**src/design/ssop_pkg.sv**
```systemverilog
package ssop_pkg;

  // servo geometry and table size
  localparam int MIN_DEG       = -90;
  localparam int MAX_DEG       = 90;
  localparam int MIN_PULSE_US  = 500;
  localparam int MAX_PULSE_US  = 2500;
  localparam int SINE_ENTRIES  = 1024;
  localparam int SINE_AW       = $clog2(SINE_ENTRIES);
  localparam int QUARTER       = SINE_ENTRIES / 4;
  localparam int QAW           = SINE_AW - 2;

  // fixed constants of the pulse and duty mapping
  localparam int NEUTRAL_US    = 1500;
  localparam int PWM_RES       = 8192;
  localparam int PWM_PERIOD_US = 20000;
  localparam int SLEW_DIV      = 1000;
  localparam int SLEW_MAX_W    = 10;
  localparam int ROUND_HALF    = 16384;
  localparam int AMP_STEPS     = 7;
  localparam int PHASE_W       = 16;

  localparam int DEG_SPAN      = MAX_DEG - MIN_DEG;
  localparam int PULSE_SPAN    = MAX_PULSE_US - MIN_PULSE_US;
  localparam int ANG_W         = $clog2(DEG_SPAN + 1);

  // angle to pulse: floor(a*PULSE_SPAN/DEG_SPAN) as a*MAP_RECIP >> MAP_SHIFT
  localparam int MAP_SHIFT     = 24;
  localparam longint unsigned MAP_RECIP_L =
    ((longint'(PULSE_SPAN) << MAP_SHIFT) + DEG_SPAN - 1) / DEG_SPAN;
  localparam logic [27:0] MAP_RECIP = MAP_RECIP_L[27:0];

  // pulse to duty: floor(p*PWM_RES/PWM_PERIOD_US) as p*DUTY_RECIP >> DUTY_SHIFT
  localparam int DUTY_SHIFT    = 20;
  localparam longint unsigned DUTY_RECIP_L =
    ((longint'(PWM_RES) << DUTY_SHIFT) + PWM_PERIOD_US - 1) / PWM_PERIOD_US;
  localparam logic [18:0] DUTY_RECIP = DUTY_RECIP_L[18:0];

  localparam longint unsigned HALF_PI_Q30 = 64'd1686629713;

  // command codes
  localparam logic [1:0] CMD_TICK    = 2'd0;
  localparam logic [1:0] CMD_SET     = 2'd1;
  localparam logic [1:0] CMD_NEUTRAL = 2'd2;

  // register indexes
  localparam logic [2:0] REG_SAMPLE_PERIOD = 3'd0;
  localparam logic [2:0] REG_PHASE_STEP    = 3'd1;
  localparam logic [2:0] REG_AMPLITUDE     = 3'd2;
  localparam logic [2:0] REG_OFFSET        = 3'd3;
  localparam logic [2:0] REG_START_PHASE   = 3'd4;
  localparam logic [2:0] REG_TRIM          = 3'd5;
  localparam logic [2:0] REG_SLEW_LIMIT    = 3'd6;
  localparam logic [2:0] REG_FLAGS         = 3'd7;

  // control flag bits
  localparam int FLAG_STOP = 0;
  localparam int FLAG_REV  = 1;

  // quarter-wave sine in unsigned Q0.15, integer Taylor series in Q30, entry k of the quarter
  function automatic logic [14:0] quarter_sine(input int unsigned k);
    longint unsigned x;
    longint unsigned x2;
    longint unsigned term;
    longint          sum;
    longint          q;
    int unsigned     i;
    x    = (64'(4 * k) * HALF_PI_Q30) / SINE_ENTRIES;
    x2   = (x * x) >> 30;
    term = x;
    sum  = longint'(x);
    for (i = 1; i <= 8; i++) begin
      term = (term * x2) >> 30;
      case (i)
        1: term = term / 6;
        2: term = term / 20;
        3: term = term / 42;
        4: term = term / 72;
        5: term = term / 110;
        6: term = term / 156;
        7: term = term / 210;
        8: term = term / 272;
        default: ;
      endcase
      if (i[0]) sum = sum - longint'(term);
      else      sum = sum + longint'(term);
    end
    if (sum < 0) sum = 0;
    q = (sum + 16384) >>> 15;
    if (q > 32767) q = 32767;
    return q[14:0];
  endfunction

  // value at the quarter point (full scale)
  localparam logic [14:0] SINE_PEAK = quarter_sine(QUARTER);

endpackage

```
**src/design/ssop_sine_rom.sv**
```systemverilog
module ssop_sine_rom (
  input  logic                               clk_i,
  input  logic [ssop_pkg::SINE_AW-1:0]       addr_i,
  output logic signed [15:0]                 data_o
);

  localparam int AW  = ssop_pkg::SINE_AW;
  localparam int QW  = ssop_pkg::QAW;

  logic [14:0]        quarter_w [ssop_pkg::QUARTER];
  logic [1:0]         quad;
  logic [QW-1:0]      rem;
  logic [QW-1:0]      qidx;
  logic [14:0]        mag;
  logic signed [15:0] data_d;
  logic signed [15:0] data_q;

  // quarter-wave table, built at elaboration
  for (genvar g = 0; g < ssop_pkg::QUARTER; g++) begin : g_quarter
    localparam logic [14:0] ENTRY = ssop_pkg::quarter_sine(g);
    assign quarter_w[g] = ENTRY;
  end

  // fold the full turn onto the quarter table
  always_comb begin
    quad = addr_i[AW-1 -: 2];
    rem  = addr_i[QW-1:0];
    qidx = quad[0] ? (~rem + 1'b1) : rem;
    if (quad[0] && (rem == '0)) begin
      mag = ssop_pkg::SINE_PEAK;
    end else begin
      mag = quarter_w[qidx];
    end
    data_d = quad[1] ? -$signed({1'b0, mag}) : $signed({1'b0, mag});
  end

  // registered read
  always_ff @(posedge clk_i) begin
    data_q <= data_d;
  end

  assign data_o = data_q;

endmodule

```
**src/design/ssop_slew.sv**
```systemverilog
module ssop_slew (
  input  logic                              clk_i,
  input  logic                              rst_ni,
  input  logic                              start_i,
  input  logic [15:0]                       slew_limit_i,
  input  logic [15:0]                       elapsed_i,
  output logic                              done_o,
  output logic [ssop_pkg::SLEW_MAX_W-1:0]   max_step_o
);

  localparam int MW = ssop_pkg::SLEW_MAX_W;

  logic        busy_q, busy_d;
  logic        div_q, div_d;
  logic        done_q, done_d;
  logic [4:0]  cnt_q, cnt_d;
  logic [31:0] prod_q, prod_d;
  logic [MW-1:0] rem_q, rem_d;

  logic [16:0]   mul_sum;
  logic [MW:0]   div_tmp;
  logic          div_ge;

  // shift-add multiply then restoring divide by the ms-per-second constant
  always_comb begin
    mul_sum = {1'b0, prod_q[31:16]} + (prod_q[0] ? {1'b0, slew_limit_i} : 17'd0);
    div_tmp = {rem_q, prod_q[31]};
    div_ge  = (div_tmp >= (MW+1)'(ssop_pkg::SLEW_DIV));

    busy_d = busy_q;
    div_d  = div_q;
    done_d = 1'b0;
    cnt_d  = cnt_q;
    prod_d = prod_q;
    rem_d  = rem_q;

    if (start_i && !busy_q) begin
      busy_d = 1'b1;
      div_d  = 1'b0;
      cnt_d  = '0;
      prod_d = {16'd0, elapsed_i};
    end else if (busy_q && !div_q) begin
      // one multiplier bit per cycle, low bits first
      prod_d = {mul_sum, prod_q[15:1]};
      cnt_d  = cnt_q + 5'd1;
      if (cnt_q == 5'd15) begin
        div_d = 1'b1;
        cnt_d = '0;
        rem_d = '0;
      end
    end else if (busy_q) begin
      // one quotient bit per cycle, high bits first
      rem_d  = div_ge ? MW'(div_tmp - (MW+1)'(ssop_pkg::SLEW_DIV)) : div_tmp[MW-1:0];
      prod_d = {prod_q[30:0], div_ge};
      cnt_d  = cnt_q + 5'd1;
      if (cnt_q == 5'd31) begin
        busy_d = 1'b0;
        done_d = 1'b1;
      end
    end
  end

  // control
  always_ff @(posedge clk_i or negedge rst_ni) begin
    if (!rst_ni) begin
      busy_q <= 1'b0;
      div_q  <= 1'b0;
      done_q <= 1'b0;
      cnt_q  <= '0;
    end else begin
      busy_q <= busy_d;
      div_q  <= div_d;
      done_q <= done_d;
      cnt_q  <= cnt_d;
    end
  end

  // datapath
  always_ff @(posedge clk_i) begin
    prod_q <= prod_d;
    rem_q  <= rem_d;
  end

  // quotient saturated to the step width
  assign max_step_o = (|prod_q[31:MW]) ? '1 : prod_q[MW-1:0];
  assign done_o     = done_q;

endmodule

```
**src/design/servo_sine_oscillator_pwm_top.sv**
```systemverilog
// Steps: neutral goes straight to the duty step; set position passes slew, map, pulse and
// duty; a sampled tick first runs the bit-serial phase adders, ROM read, amplitude multiply
// and rounding (when stopped, it holds the last position instead); a tick without a sample
// only advances the counters. An active slew limit adds a 16-bit shift-add multiply followed
// by a 32-step restoring divide by 1000. One item at a time, the next taken the cycle after
// the word is loaded; a finished word waits in the output register while the next is taken.
// Reset: asynchronous active low; control registers reset (counters to 0), payload does not.
module servo_sine_oscillator_pwm_top (
  input  logic              clk_i,
  input  logic              rst_ni,
  input  logic              in_valid_i,
  output logic              in_stall_o,
  input  logic [1:0]        cmd_i,
  input  logic signed [8:0] target_position_i,
  output logic              out_valid_o,
  input  logic              out_stall_i,
  output logic [12:0]       duty_word_o,
  output logic [11:0]       pulse_us_o,
  output logic signed [8:0] commanded_deg_o,
  input  logic              cfg_valid_i,
  output logic              cfg_ready_o,
  input  logic [2:0]        cfg_index_i,
  input  logic [15:0]       cfg_data_i
);

  localparam int MW = ssop_pkg::SLEW_MAX_W;
  localparam int AW = ssop_pkg::ANG_W;

  localparam logic [3:0] S_IDLE   = 4'd0;
  localparam logic [3:0] S_PHASE  = 4'd1;
  localparam logic [3:0] S_ROM    = 4'd2;
  localparam logic [3:0] S_LOAD   = 4'd3;
  localparam logic [3:0] S_MUL    = 4'd4;
  localparam logic [3:0] S_ROUND  = 4'd5;
  localparam logic [3:0] S_SLEW   = 4'd6;
  localparam logic [3:0] S_WAIT   = 4'd7;
  localparam logic [3:0] S_MAP    = 4'd8;
  localparam logic [3:0] S_PULSE  = 4'd9;
  localparam logic [3:0] S_PULSE2 = 4'd10;
  localparam logic [3:0] S_DUTY   = 4'd11;
  localparam logic [3:0] S_OUT    = 4'd12;

  localparam logic signed [9:0] MAX_ANG = 10'(ssop_pkg::MAX_DEG);
  localparam logic signed [9:0] MIN_ANG = 10'(ssop_pkg::MIN_DEG);
  localparam logic [AW-1:0]     ANG_TOP = AW'(ssop_pkg::DEG_SPAN);

  // configuration registers
  logic [9:0]        sample_period_q, sample_period_d;
  logic [15:0]       phase_step_q, phase_step_d;
  logic [6:0]        amplitude_q, amplitude_d;
  logic signed [7:0] offset_q, offset_d;
  logic [15:0]       start_phase_q, start_phase_d;
  logic signed [7:0] trim_q, trim_d;
  logic [15:0]       slew_limit_q, slew_limit_d;
  logic [1:0]        flags_q, flags_d;

  // control and architectural state
  logic [3:0]        state_q, state_d;
  logic [3:0]        bit_cnt_q, bit_cnt_d;
  logic              out_valid_q, out_valid_d;
  logic [15:0]       ms_sample_q, ms_sample_d;
  logic [15:0]       ms_write_q, ms_write_d;
  logic [15:0]       phase_acc_q, phase_acc_d;
  logic signed [8:0] last_pos_q, last_pos_d;

  // working registers
  logic [15:0]        ph_q, ph_d;
  logic               c1_q, c1_d;
  logic               c2_q, c2_d;
  logic signed [9:0]  pos_q, pos_d;
  logic signed [23:0] acc_q, acc_d;
  logic signed [23:0] mcand_q, mcand_d;
  logic [6:0]         mplier_q, mplier_d;
  logic signed [8:0]  cmd_deg_q, cmd_deg_d;
  logic [AW-1:0]      ang_q, ang_d;
  logic [35:0]        pmul_q, pmul_d;
  logic [11:0]        pulse_q, pulse_d;
  logic [30:0]        dmul_q, dmul_d;
  logic [12:0]        duty_out_q, duty_out_d;
  logic [11:0]        pulse_out_q, pulse_out_d;
  logic signed [8:0]  deg_out_q, deg_out_d;

  // combinational helpers
  logic [15:0]        ms_s_inc, ms_w_inc;
  logic               b_step, b_start, s1, s2;
  logic [23:0]        mag, rsum;
  logic signed [9:0]  rpos;
  logic signed [10:0] diff, maxd_s, last_x;
  logic signed [9:0]  angle;
  logic signed [8:0]  pos9;
  logic               slew_start;
  logic               slew_done;
  logic [MW-1:0]      max_step;
  logic signed [15:0] rom_data;

  ssop_sine_rom u_rom (
    .clk_i  (clk_i),
    .addr_i (ph_q[15 -: ssop_pkg::SINE_AW]),
    .data_o (rom_data)
  );

  ssop_slew u_slew (
    .clk_i        (clk_i),
    .rst_ni       (rst_ni),
    .start_i      (slew_start),
    .slew_limit_i (slew_limit_q),
    .elapsed_i    (ms_write_q),
    .done_o       (slew_done),
    .max_step_o   (max_step)
  );

  assign cfg_ready_o = 1'b1;
  assign in_stall_o  = (state_q != S_IDLE);

  // sequencer and datapath
  always_comb begin
    sample_period_d = sample_period_q;
    phase_step_d    = phase_step_q;
    amplitude_d     = amplitude_q;
    offset_d        = offset_q;
    start_phase_d   = start_phase_q;
    trim_d          = trim_q;
    slew_limit_d    = slew_limit_q;
    flags_d         = flags_q;
    state_d         = state_q;
    bit_cnt_d       = bit_cnt_q;
    out_valid_d     = out_valid_q;
    ms_sample_d     = ms_sample_q;
    ms_write_d      = ms_write_q;
    phase_acc_d     = phase_acc_q;
    last_pos_d      = last_pos_q;
    ph_d            = ph_q;
    c1_d            = c1_q;
    c2_d            = c2_q;
    pos_d           = pos_q;
    acc_d           = acc_q;
    mcand_d         = mcand_q;
    mplier_d        = mplier_q;
    cmd_deg_d       = cmd_deg_q;
    ang_d           = ang_q;
    pmul_d          = pmul_q;
    pulse_d         = pulse_q;
    dmul_d          = dmul_q;
    duty_out_d      = duty_out_q;
    pulse_out_d     = pulse_out_q;
    deg_out_d       = deg_out_q;
    slew_start      = 1'b0;

    ms_s_inc = (ms_sample_q == 16'hFFFF) ? ms_sample_q : ms_sample_q + 16'd1;
    ms_w_inc = (ms_write_q == 16'hFFFF) ? ms_write_q : ms_write_q + 16'd1;

    b_step  = phase_step_q[bit_cnt_q];
    b_start = start_phase_q[bit_cnt_q];
    s1      = phase_acc_q[0] ^ b_step ^ c1_q;
    s2      = s1 ^ b_start ^ c2_q;

    mag  = acc_q[23] ? -acc_q : acc_q;
    rsum = mag + 24'(ssop_pkg::ROUND_HALF);
    rpos = acc_q[23] ? -$signed({1'b0, rsum[23:15]}) : $signed({1'b0, rsum[23:15]});
    if (flags_q[ssop_pkg::FLAG_REV]) rpos = -rpos;

    last_x = {{2{last_pos_q[8]}}, last_pos_q};
    diff   = {pos_q[9], pos_q} - last_x;
    maxd_s = $signed({1'b0, max_step});

    pos9  = pos_q[8:0];
    angle = {pos9[8], pos9} + {{2{trim_q[7]}}, trim_q};
    if (angle > MAX_ANG) angle = MAX_ANG;
    if (angle < MIN_ANG) angle = MIN_ANG;

    // register writes
    if (cfg_valid_i) begin
      case (cfg_index_i)
        ssop_pkg::REG_SAMPLE_PERIOD: sample_period_d = cfg_data_i[9:0];
        ssop_pkg::REG_PHASE_STEP:    phase_step_d    = cfg_data_i;
        ssop_pkg::REG_AMPLITUDE:     amplitude_d     = cfg_data_i[6:0];
        ssop_pkg::REG_OFFSET:        offset_d        = cfg_data_i[7:0];
        ssop_pkg::REG_START_PHASE:   start_phase_d   = cfg_data_i;
        ssop_pkg::REG_TRIM:          trim_d          = cfg_data_i[7:0];
        ssop_pkg::REG_SLEW_LIMIT:    slew_limit_d    = cfg_data_i;
        ssop_pkg::REG_FLAGS:         flags_d         = cfg_data_i[1:0];
        default: ;
      endcase
    end

    // output word taken
    if (out_valid_q && !out_stall_i) out_valid_d = 1'b0;

    case (state_q)
      S_IDLE: begin
        if (in_valid_i) begin
          case (cmd_i)
            ssop_pkg::CMD_TICK: begin
              ms_sample_d = ms_s_inc;
              ms_write_d  = ms_w_inc;
              if (ms_s_inc > {6'd0, sample_period_q}) begin
                ms_sample_d = '0;
                if (flags_q[ssop_pkg::FLAG_STOP]) begin
                  pos_d   = {last_pos_q[8], last_pos_q};
                  state_d = S_SLEW;
                end else begin
                  bit_cnt_d = '0;
                  c1_d      = 1'b0;
                  c2_d      = 1'b0;
                  state_d   = S_PHASE;
                end
              end
            end
            ssop_pkg::CMD_SET: begin
              pos_d   = {target_position_i[8], target_position_i};
              state_d = S_SLEW;
            end
            ssop_pkg::CMD_NEUTRAL: begin
              pulse_d   = 12'(ssop_pkg::NEUTRAL_US) + {{4{trim_q[7]}}, trim_q};
              cmd_deg_d = last_pos_q;
              state_d   = S_DUTY;
            end
            default: ;
          endcase
        end
      end
      // two bit-serial adders: accumulator advance, then start phase
      S_PHASE: begin
        phase_acc_d = {s1, phase_acc_q[15:1]};
        c1_d        = (phase_acc_q[0] & b_step) | (phase_acc_q[0] & c1_q) | (b_step & c1_q);
        ph_d        = {s2, ph_q[15:1]};
        c2_d        = (s1 & b_start) | (s1 & c2_q) | (b_start & c2_q);
        bit_cnt_d   = bit_cnt_q + 4'd1;
        if (bit_cnt_q == 4'(ssop_pkg::PHASE_W - 1)) state_d = S_ROM;
      end
      S_ROM: begin
        state_d = S_LOAD;
      end
      S_LOAD: begin
        mcand_d   = {{8{rom_data[15]}}, rom_data};
        acc_d     = {offset_q[7], offset_q, 15'd0};
        mplier_d  = amplitude_q;
        bit_cnt_d = '0;
        state_d   = S_MUL;
      end
      // amplitude times sine, one amplitude bit per cycle
      S_MUL: begin
        if (mplier_q[0]) acc_d = acc_q + mcand_q;
        mcand_d   = mcand_q <<< 1;
        mplier_d  = mplier_q >> 1;
        bit_cnt_d = bit_cnt_q + 4'd1;
        if (bit_cnt_q == 4'(ssop_pkg::AMP_STEPS - 1)) state_d = S_ROUND;
      end
      // round half away from zero to whole degrees
      S_ROUND: begin
        pos_d   = rpos;
        state_d = S_SLEW;
      end
      S_SLEW: begin
        state_d = S_MAP;
        if (slew_limit_q != '0) begin
          ms_write_d = '0;
          if (ms_write_q != '0) begin
            slew_start = 1'b1;
            state_d    = S_WAIT;
          end
        end
      end
      // hold the step to the allowed distance from the last position
      S_WAIT: begin
        if (slew_done) begin
          if (diff > maxd_s) begin
            pos_d = 10'(last_x + maxd_s);
          end else if (-diff > maxd_s) begin
            pos_d = 10'(last_x - maxd_s);
          end
          state_d = S_MAP;
        end
      end
      S_MAP: begin
        last_pos_d = pos9;
        cmd_deg_d  = pos9;
        ang_d      = AW'(angle - MIN_ANG);
        state_d    = S_PULSE;
      end
      S_PULSE: begin
        pmul_d  = 36'(ang_q) * 36'(ssop_pkg::MAP_RECIP);
        state_d = S_PULSE2;
      end
      S_PULSE2: begin
        pulse_d = 12'(pmul_q >> ssop_pkg::MAP_SHIFT) + 12'(ssop_pkg::MIN_PULSE_US);
        state_d = S_DUTY;
      end
      S_DUTY: begin
        dmul_d  = 31'(pulse_q) * 31'(ssop_pkg::DUTY_RECIP);
        state_d = S_OUT;
      end
      S_OUT: begin
        if (!out_valid_q || !out_stall_i) begin
          out_valid_d = 1'b1;
          duty_out_d  = 13'(dmul_q >> ssop_pkg::DUTY_SHIFT);
          pulse_out_d = pulse_q;
          deg_out_d   = cmd_deg_q;
          state_d     = S_IDLE;
        end
      end
      default: state_d = S_IDLE;
    endcase
  end

  // control state
  always_ff @(posedge clk_i or negedge rst_ni) begin
    if (!rst_ni) begin
      sample_period_q <= 10'd30;
      phase_step_q    <= 16'd992;
      amplitude_q     <= 7'd45;
      offset_q        <= '0;
      start_phase_q   <= '0;
      trim_q          <= '0;
      slew_limit_q    <= '0;
      flags_q         <= '0;
      state_q         <= S_IDLE;
      bit_cnt_q       <= '0;
      out_valid_q     <= 1'b0;
      ms_sample_q     <= '0;
      ms_write_q      <= '0;
      phase_acc_q     <= '0;
      last_pos_q      <= '0;
    end else begin
      sample_period_q <= sample_period_d;
      phase_step_q    <= phase_step_d;
      amplitude_q     <= amplitude_d;
      offset_q        <= offset_d;
      start_phase_q   <= start_phase_d;
      trim_q          <= trim_d;
      slew_limit_q    <= slew_limit_d;
      flags_q         <= flags_d;
      state_q         <= state_d;
      bit_cnt_q       <= bit_cnt_d;
      out_valid_q     <= out_valid_d;
      ms_sample_q     <= ms_sample_d;
      ms_write_q      <= ms_write_d;
      phase_acc_q     <= phase_acc_d;
      last_pos_q      <= last_pos_d;
    end
  end

  // payload
  always_ff @(posedge clk_i) begin
    ph_q        <= ph_d;
    c1_q        <= c1_d;
    c2_q        <= c2_d;
    pos_q       <= pos_d;
    acc_q       <= acc_d;
    mcand_q     <= mcand_d;
    mplier_q    <= mplier_d;
    cmd_deg_q   <= cmd_deg_d;
    ang_q       <= ang_d;
    pmul_q      <= pmul_d;
    pulse_q     <= pulse_d;
    dmul_q      <= dmul_d;
    duty_out_q  <= duty_out_d;
    pulse_out_q <= pulse_out_d;
    deg_out_q   <= deg_out_d;
  end

  assign out_valid_o     = out_valid_q;
  assign duty_word_o     = duty_out_q;
  assign pulse_us_o      = pulse_out_q;
  assign commanded_deg_o = deg_out_q;

`ifndef SYNTHESIS
  // a new word only comes from the output step of the sequencer
  a_out_from_seq: assert property (@(posedge clk_i) disable iff (!rst_ni)
    $rose(out_valid_q) |-> $past(state_q) == S_OUT)
    else $error("output word appeared outside the output step");

  // the slew unit only finishes while the sequencer waits for it
  a_slew_done_wait: assert property (@(posedge clk_i) disable iff (!rst_ni)
    slew_done |-> state_q == S_WAIT)
    else $error("slew unit finished while not awaited");

  // a freshly loaded word reports the position now held
  a_deg_is_last: assert property (@(posedge clk_i) disable iff (!rst_ni)
    ($past(state_q) == S_OUT && state_q == S_IDLE) |-> commanded_deg_o == last_pos_q)
    else $error("commanded angle differs from held position");

  // clamped angle stays within the mapping span
  a_ang_range: assert property (@(posedge clk_i) disable iff (!rst_ni)
    state_q == S_PULSE |-> ang_q <= ANG_TOP)
    else $error("angle index out of range");
`endif

endmodule
```
**config.mk**
```make
export PLATFORM = sky130hd
export DESIGN_NAME = servo_sine_oscillator_pwm_top
export DESIGN_NICKNAME = d
export VERILOG_FILES = /design/src/design/ssop_pkg.sv /design/src/design/ssop_sine_rom.sv /design/src/design/ssop_slew.sv /design/src/design/servo_sine_oscillator_pwm_top.sv
export SDC_FILE = /design/constraint.sdc
export NUM_CORES = 1
export LEC_CHECK = 0
export BUFFER_PORTS_ARGS = -buffer_cell sky130_fd_sc_hd__buf_4
export CORE_MARGIN = 5
export CORE_UTILIZATION = 59
export DETAILED_ROUTE_END_ITERATION = 8
export GPL_TIMING_DRIVEN = 0
export MAX_ROUTING_LAYER = met4
export PLACE_DENSITY_LB_ADDON = 0.25
export SLEW_MARGIN = 5
export SYNTH_ARGS = -nofsm -noshare
export SYNTH_HDL_FRONTEND = slang
export SYNTH_SLANG_ARGS = --single-unit
```
**constraint.sdc**
```tcl
create_clock -name clk_i -period 5.8 [get_ports clk_i]
set_clock_uncertainty 0.2 [all_clocks]
set_input_delay 0.29 -clock clk_i [delete_from_list [all_inputs] [get_ports clk_i]]
set_output_delay 0.29 -clock clk_i [all_outputs]
set_load 0.005 [all_outputs]
```
======== Word level (Yosys, flattened, before mapping) ========
Memory sizes are Yosys's and may differ from the RTL's.
Cells that the tools add are included.
cells by class
  add/subtract/negate cells ............... 21
  multipliers ............................. 2
  divide/modulo/power cells ............... 0
  $lt $le $gt $ge ......................... 8
  equality and inequality tests ........... 46
  shifts and indexed selects .............. 0
  mux-type cells .......................... 91
  bitwise gates (word level) .............. 17
  reductions and logical operators ........ 49
operators by type and width
  kind                                                                    number
  10-bit 2-to-1 mux                                                       14
  16-bit 2-to-1 mux                                                       8
  24-bit case mux with 2 select lines                                     2
  32-bit 2-to-1 mux                                                       2
  15-bit 2-to-1 mux                                                       4
  4-bit case mux with 13 select lines                                     1
  24-bit 2-to-1 mux                                                       2
  4-bit 2-to-1 mux                                                        12
  8-bit by 25-bit multiplier with 33-bit output (second input constant)   1
  16-bit by 1-bit adder with 16-bit output (second input constant)        2
  16-bit == test (second input constant)                                  2
  16-bit case mux with 2 select lines                                     1
  16-bit nonzero test                                                     2
  12-bit by 19-bit multiplier with 31-bit output (second input constant)  1
  10-bit case mux with 3 select lines                                     1
  24-bit by 15-bit adder with 24-bit output (second input constant)       1
  24-bit adder                                                            1
  4-bit == test (second input constant)                                   6
  12-bit 2-to-1 mux                                                       2
  24-bit negator                                                          1
  12-bit case mux with 2 select lines                                     1
  4-bit case mux with 3 select lines                                      2
  1-bit 2-to-1 mux                                                        23
  11-bit greater-than comparator                                          2
  68 further kinds                                                        140
word-level totals
  bits in registers ....................... 423
  bits in latches ......................... 0
  RAM bits ................................ 0
  memory bits (read-only) ................. 3840
  input bits .............................. 35
  output and inout port bits .............. 37
  word-level logic and storage cells ...... 274
  memories ................................ 1
memories
  memory            depth  width  read ports  clocked after Yosys merged registers in  wr ports  line                 text
  (name not given)  256    15     1           0                                        0         ssop_sine_rom.sv:32  mag = quarter_w[qidx];

======== Longest topological paths before layout ========
Gate-level depths: netlist (run 1).
  depth in word-level cells ............... 10
  depth in mapped cells ................... 29
  depth with buffers taken out ............ 28

======== By module ========
From an unflattened synthesis (run 1), not the netlist that was laid out.
second synthesis, totals
  cells, all modules ...................... 3540
  area total of the unflattened synthesis .. 32751.4 um^2
modules (own cells, without submodules)
  module                         times used  cells each  area an instance (um^2)  sequential area each (um^2)
  servo_sine_oscillator_pwm_top  1           2146        22801.9                  8579.5
  ssop_sine_rom                  1           1033        6678.9                   320.3
  ssop_slew                      1           361         3270.6                   1301.2

======== Least setup slack after synthesis (run 1) ========
Ideal clock, no wire load.
  path type ............................... reg-to-reg
  start ................................... register u_slew.prod_q[21]
  end ..................................... register pos_q[8], data pin
  library setup time ...................... 268 ps
  arrival time ............................ 5449 ps
  required time ........................... 5332 ps
  setup slack ............................. -117 ps
  cell stages (with the launch flop) ...... 27
  path buffers ............................ 3
  clock period less this slack ............ 5917 ps
  cells stage by stage .................... dfxtp_1 -> or4_1 -> or4_1 -> clkbuf_1 -> clkbuf_1 -> nor2_1 -> ha_1 -> nor2b_1 -> o21a_1 -> o21a_1 -> o21ai_0 -> a211o_1 -> a21oi_1 -> maj3_1 -> and2_1 -> clkbuf_1 -> mux2_2 -> fa_1 -> a21o_1 -> a21o_1 -> a21o_1 -> a21oi_1 -> o21bai_1 -> a21oi_1 -> xnor2_1 -> a21oi_1 -> o21ai_0
on the way
  cells in the longest elaborated chain, start to end .. 7
  elaborated cells between the ends (all ways) .. 9
  those cells by class .................... add/sub (2); order compare (1); mux (5); reduce/logical (1)
ends and longest elaborated chain
  element                                        line                                  text
  start: declaration                             ssop_slew.sv:17                       logic [31:0] prod_q, prod_d;
  start signal: assignment                       ssop_slew.sv:80                       prod_q <= prod_d;
  22-bit OR reduction *                          ssop_slew.sv:85                       assign max_step_o = (|prod_q[31:MW]) ? '1 : prod_q[MW-1:0];
  10-bit 2-to-1 mux *                            ssop_slew.sv:85
  9-bit by 10-bit subtractor with 10-bit output  servo_sine_oscillator_pwm_top.sv:270  pos_d = 10'(last_x - maxd_s);
  10-bit 2-to-1 mux                              servo_sine_oscillator_pwm_top.sv:269  end else if (-diff > maxd_s) begin
  10-bit 2-to-1 mux *                            servo_sine_oscillator_pwm_top.sv:267  if (diff > maxd_s) begin
  10-bit 2-to-1 mux *                            servo_sine_oscillator_pwm_top.sv:266  if (slew_done) begin
  10-bit case mux with 3 select lines *          servo_sine_oscillator_pwm_top.sv:189  case (state_q)
  named net pos_d[8]                             servo_sine_oscillator_pwm_top.sv:70   logic signed [9:0] pos_q, pos_d;
  end signal: assignment                         servo_sine_oscillator_pwm_top.sv:348  pos_q <= pos_d;
  end: declaration                               servo_sine_oscillator_pwm_top.sv:70
The timed path passes the listed nets; every way through them passes the cells marked *. The select of a mux whose other input is x is not followed.
A chain may end at the register's enable or synchronous reset.

======== Worst setup path after layout (run 1) ========
  start ................................... register pos_q[0]
  end ..................................... register pos_q[9], data pin
on the way
  cells in the longest elaborated chain, start to end .. 5
ends and longest elaborated chain
  element                                        line                                  text
  10-bit by 9-bit subtractor with 11-bit output  servo_sine_oscillator_pwm_top.sv:163  diff = {pos_q[9], pos_q} - last_x;
  11-bit greater-than comparator                 servo_sine_oscillator_pwm_top.sv:267
  10-bit 2-to-1 mux                              servo_sine_oscillator_pwm_top.sv:267
  10-bit 2-to-1 mux                              servo_sine_oscillator_pwm_top.sv:266
  10-bit case mux with 3 select lines            servo_sine_oscillator_pwm_top.sv:189
  named net pos_d[9]                             servo_sine_oscillator_pwm_top.sv:70
The timed path passes the listed nets, and every way through them passes these cells. The select of a mux whose other input is x is not followed.

==> results of run 1 <==
-- power by group --
part / switching (mW) / internal (mW) / total, mW
sequential: 0.633 / 3.98 / 4.62
combinational: 9.90 / 6.08 / 16.0
clock: 1.14 / 1.55 / 2.69
total: 11.7 / 11.6 / 23.3
-- kinds of logic after synthesis --
logic type               share of synthesized area [%]
AND/OR/NAND/NOR                                   16.7
AO/OA/AOI/OAI                                     17.7
buffers and inverters                             5.83
adder cells (fa/ha/maj)                           17.5
flip-flops                                        31.9
XOR/XNOR                                          4.72
multiplexers                                      5.54
other                                           0.0235
-- cell type report --
| cell class | instances | share of cell area, % |
|---|---|---|
| diodes | 4 | 0.0277 |
| multi-input cells | 2667 | 56.4 |
| plain buffers | 187 | 2.67 |
| inverters | 262 | 2.75 |
| flip-flops and latches | 376 | 28.3 |
| well taps | 696 | 2.41 |
| repair buffers | 155 | 3.63 |
| clock buffers | 53 | 3.17 |
| clock inverters | 21 | 0.686 |
-- worst max-delay path by stage --
stage	start	endpoint	slack (ps)
floorplan	u_slew.prod_q[21]	pos_q[8]	6
global placement	ph_q[6]	u_rom.data_o[13]	-2430
detailed placement	ph_q[6]	u_rom.data_o[13]	-2260
CTS	pulse_q[10]	dmul_q[30]	-40
global route	pos_q[0]	pos_q[8]	-320
finish	pos_q[0]	pos_q[9]	-70
-- flip-flops by register name (all words and copies together), names as in the netlist, 10 cells and up --
name	count
u_slew.rem_q	10
mcand_q	24
pulse_us_o	12
phase_acc_q	16
duty_word_o	11
u_slew.prod_q	32
pmul_q	12
sample_period_q	10
pulse_q	12
ms_sample_q	16
u_rom.data_o	16
phase_step_q	16
start_phase_q	16
pos_q	10
acc_q	24
dmul_q	11
ms_write_q	16
ph_q	10
slew_limit_q	16
-- repair_timing --
item,in CTS,in global routing
buffers inserted,30,27
resized for setup,62,59
pin swaps,25,48
hold buffers,26,0
endpoints found under the setup margin,28,20
endpoints found under the hold margin,177,0
-- layout by cell type (no fill, tap or decap), types with 55 or more instances in the layout --
| master | Yosys | final |
|---|---|---|
| mux2_2 | 99 | 98 |
| nor2_1 | 212 | 205 |
| ha_1 | 280 | 267 |
| xnor2_1 | 111 | 109 |
| dfrtp_1 | 144 | 144 |
| nor3_1 | 79 | 76 |
| nand3_1 | 94 | 94 |
| clkbuf_1 | 107 | 100 |
| buf_4 | 12 | 135 |
| inv_1 | 256 | 254 |
| a21oi_1 | 186 | 178 |
| nand2_1 | 374 | 372 |
| edfxtp_1 | 187 | 187 |
| xor2_1 | 56 | 55 |
| o21ai_0 | 231 | 227 |
| fa_1 | 105 | 103 |
-- stage by stage --
step | total power [mW] | cells
finish | 23.3 | 4421
global route | 24.8 | 4421
CTS | 22.3 | 4391
detailed placement | 19.2 | 4263
global placement | 19.0 | 4256
floorplan | 14.8 | 3495
-- worst register-to-register path, delay by kind of cell (launching register included) --
kind	cells	cell delay, ps
flip-flops	1	390
adder cells (fa/ha/maj)	5	1320
AO/OA/AOI/OAI	13	2430
multiplexers	1	340
buffers and inverters	2	120
AND/OR/NAND/NOR	4	390
XOR/XNOR	3	420
-- metal layers --
metal / vias up / track usage, % / share of wire (%)
li1: 13044 / - / -
met5: - / - / 0
met4: 0 / 10.8 / 4.1
met1: 14009 / 49.5 / 42
met3: 368 / 9.00 / 11
met2: 1604 / 53.1 / 43
==> flow_summary.ini, run 1 <==
[cts]
cts-root-buf = clkbuf_16
numCtsBuffers = 40
clk_pin_slew_ps = 70
cts_tree = built
clock-sinks = 376
clock_path_buffers = 3
cts-htree-levels = 2
clkLatencyLatePin_ps = 580

[worst_hold_path]
min_to = pos_q[9]
hold_depth = 5
min_path_type = in -> reg
hold_start = target_position_i[8]

[sta]
worst_slack_ps = -75.0
worstMarginPinSlew_ps = 1480
finalCriticalPeriod_ps = 5870
period_share_pct = 101
hold_viol_final = 0
rsz0062_at_grt = yes
hold_ws_ps = 60.0
slew_viol_final = 0
fin_tns_setup_ps = -236
timing.fmax_ghz = 0.170
max_slew_margin_pct = 1.01
finalSetupViolCount = 5

[final_layout]
n_fill_cell = 4290
area_growth_pct = 12.7
utilization_pct = 67.1
final_area_um2 = 36100
multiInputGateArea_um2 = 20400
drive_gt1_share_pct = 14.2
layout.nets = 4109
seq_area_um2 = 10200

[global_route]
grt_pass1_wl_um = 163000
grt_pass1_vias = 27727
gr-usage-all-layers_pct = 36.0
gr-total-overflow = 0
antenna_found_initial = 5
grt_max_degree = 83

[critical_path]
cp-end-kind = flop
cpMaxStageDelayCell = edfxtp_1
cp_common_cell = a21o_1
cp_num_cells = 28
crit_type = reg -> reg
crit_family = compound AO/OA/AOI/OAI gates
reg2reg_to = pos_q[9]
path_buf_inv = 2
r2r_slack_ps = -70
startpoint_type = flop
max_stage_delay_ps = 390
r2r-start = pos_q[0]
r2r_cells = 28
critPathRequiredTime_ps = 5910
worstPathArrival_ps = 5980
cp_max_fo = 4

[synth]
synth_cell_types = 111
synth-edff-count = 187
ys_ff_latch = 376
syn_area_um2 = 32000
syn_area_per_cell_um2 = 9.17
yosys_most_used_dff = edfxtp_1
synth-async-reset-ratio_pct = 41.8
synth_seq_area_share_pct = 31.9
netlist_top_cells_count = 374 x nand2_1, 280 x ha_1, 256 x inv_1, 231 x o21ai_0, 212 x nor2_1
synth_most_common_cell = nand2_1
yosys.area.top_type = edfxtp_1
ys_top_cells_by_area = edfxtp_1 18%, dfrtp_1 11%, ha_1 11%, fa_1 6.6%, nand2_1 4.4%
yosys_warnings = 0
yosysTopAreaCellShare_pct = 17.5
syn_inst = 3494

[routing]
vias = 29025
antenna_left = 0
wl_per_cell_um = 24.4
routed_wl_um = 108000
drt_drc_violations_left = 0
drt_iter0_markers = 3520
dr.pass1.iters = 6
post_drt_via_cell_ratio = 6.57

[pwr]
power_density_nw_per_um2 = 645
ir_drop_uv = 511
leakagePower_nw = 15.4

[flow_run]
maxCapViolCount = 1

[floorplan]
core_um2 = 53800
dieArea_um2 = 59000
die_w_um = 243
die_h_um = 243
start_util_pct = 59.5
rows = 85
boundaryPins = 72

[place]
placedInstanceArea_um2 = 33600
pre_cts_slack_ps = -2260
portBuffers = 65
gp_congestion = 1.12
dp_hpwl_um = 79000

[status]
violations = capacitance limit, setup timing
status = finished with violations
No activity file was read; power rests on OpenSTA's default activity.
==> run 2, diff against run 1 <==
--- a/config.mk
+++ b/config.mk
@@ -6,6 +6,7 @@
 export NUM_CORES = 1
 export LEC_CHECK = 0
 export BUFFER_PORTS_ARGS = -buffer_cell sky130_fd_sc_hd__buf_4
+export CORE_ASPECT_RATIO = 1.1
 export CORE_MARGIN = 5
 export CORE_UTILIZATION = 59
 export DETAILED_ROUTE_END_ITERATION = 8
==> flow_summary.ini, run 2 (same netlist as run 1, synthesis figures left out) <==
[status]
status = finished with violations
violations = capacitance limit, setup timing

[floorplan]
die_w_um = 232
rows = 89
die_h_um = 254
boundaryPins = 72
dieArea_um2 = 59000
core_um2 = 53700
start_util_pct = 59.7

[final_layout]
regMostFlops = u_slew.prod_q
largestRegisters = u_slew.prod_q (32), acc_q (24), mcand_q (24)
area_growth_pct = 13.2
largest_register_ff_count = 32
drive_gt1_share_pct = 14.5
n_fill_cell = 4086
final_common_cell = nand2_1
seq_area_um2 = 10200
multiInputGateArea_um2 = 20400
layout_common_cells = 370 x nand2_1, 270 x ha_1, 252 x inv_1, 226 x o21ai_0, 205 x nor2_1
layout.nets = 4108

[place]
portBuffers = 65
gp_congestion = 1.08
dp_hpwl_um = 82700

[sta]
hold_viol_final = 0
rsz0062_at_grt = yes
finalCriticalPeriod_ps = 6140
slew_viol_final = 0
finalSetupViolCount = 7
worstMarginPinSlew_ps = 1480
period_share_pct = 106
max_slew_margin_pct = 1.20
fin_tns_setup_ps = -1090
timing.fmax_ghz = 0.163
worst_slack_ps = -344
hold_ws_ps = 59.5

[cts]
cts-root-buf = clkbuf_16
cts_tree = built
cts-htree-levels = 2
clock-sinks = 376
clock_path_buffers = 3
clk_pin_slew_ps = 70
numCtsBuffers = 41
clkLatencyLatePin_ps = 600

[global_route]
gr-usage-all-layers_pct = 39.3
antenna_found_initial = 4
grt_max_degree = 118
grt_pass1_wl_um = 174000
grt_pass1_vias = 29005
gr-total-overflow = 0

[critical_path]
max_stage_delay_ps = 400
cpMaxStageDelayCell = fa_2
worstPathArrival_ps = 6280
cp-end-kind = flop
path_buf_inv = 2
r2r_cells = 28
cp_common_cell = a21o_1
reg2reg_to = pos_q[9]
cp_max_fo = 4
startpoint_type = flop
r2r-start = pos_q[0]
crit_type = reg -> reg
crit_family = compound AO/OA/AOI/OAI gates
r2r_slack_ps = -340
critPathRequiredTime_ps = 5940

[worst_hold_path]
min_path_type = in -> async

[pwr]
p_seq_share_pct = 19.4
pwr-share-clk_pct = 11.8
power_density_nw_per_um2 = 660
p_switching_mw = 12.2
ir_drop_uv = 451
power.share.switching_pct = 50.9
internal_power_mw = 11.8
p_comb_share_pct = 68.8
leakagePower_nw = 15.4

[routing]
routed_wl_um = 116000
wl_per_cell_um = 26.2
dr.pass1.iters = 6
drt_iter0_markers = 3348
drt_drc_violations_left = 0
vias = 29533
post_drt_via_cell_ratio = 6.63
antenna_left = 0

[flow_run]
maxCapViolCount = 2
-- run 2: changes by cell type in the layout (fill, tap and decap cells not counted), moves of 3 or more --
| cell | previous run | this run |
|---|---|---|
| buf_6 | 16 | 13 |
| buf_4 | 135 | 138 |
| clkinvlp_4 | 0 | 4 |
| ha_1 | 267 | 270 |
| clkinv_2 | 9 | 6 |
| nor4_2 | 4 | 7 |
| clkinv_4 | 2 | 6 |
-- run 2: per-stage QoR --
step	cell area, µm²	setup slack, ps	power, mW	cells	utilization [%]
CTS	35800	-123	22.8	4432	66.7
global route	36200	-585	25.3	4451	67.5
global placement	33400	-2530	19.1	4288	62.3
finish	36200	-344	23.9	4452	67.5
detailed placement	33600	-2340	19.4	4294	62.6
floorplan	32000	6.08	14.8	3495	-
-- run 2: cell type report --
class / instances / area share [%]
Antenna cell: 3 / 0.0207
Buffer: 186 / 2.64
Clock buffer: 50 / 3.01
Clock inverter: 26 / 0.974
Inverter: 262 / 2.74
Multi-Input combinational cell: 2667 / 56.4
Sequential cell: 376 / 28.1
Tap cell: 728 / 2.51
Timing Repair Buffer: 154 / 3.58
-- run 2: how the worst max path moves through the flow --
stage                                  from               end  slack [ps]  cells past startpoint
after floorplan           u_slew.prod_q[21]          pos_q[8]           6                     26
after global placement              ph_q[6]  u_rom.data_o[13]       -2530                     22
after detailed placement            ph_q[6]  u_rom.data_o[13]       -2340                     22
after CTS                       pulse_q[10]        dmul_q[30]        -120                     20
after global routing               pos_q[0]          pos_q[9]        -580                     28
final                              pos_q[0]          pos_q[9]        -340                     28
-- run 2: repair_timing --
item	4_1_cts	5_1_grt
setup endpoints to repair	28	27
gates resized for setup	66	70
setup buffers	37	19
endpoints found under the hold margin	251	0
hold buffers	28	0
gates cloned	0	0
pin swaps	30	51
-- run 2: layer usage --
layer	part of all wire, %	track usage [%]	wire (µm)	up-vias
li1	-	-	-	13068
met2	45	60.5	52400	1687
met4	5.9	17.5	6820	0
met1	40	50.9	46600	14315
met3	9.1	7.76	10600	463
met5	0	-	0	-
-- run 2: power by group through the flow --
stage | Clock (mW) | Combinational [mW] | Sequential, mW
final | 2.81 | 16.5 | 4.65
after global routing | 2.93 | 17.6 | 4.71
after CTS | 2.82 | 15.4 | 4.60
after detailed placement | 0 | 14.7 | 4.66
after global placement | 0 | 14.5 | 4.63
after floorplan | 0 | 10.4 | 4.41
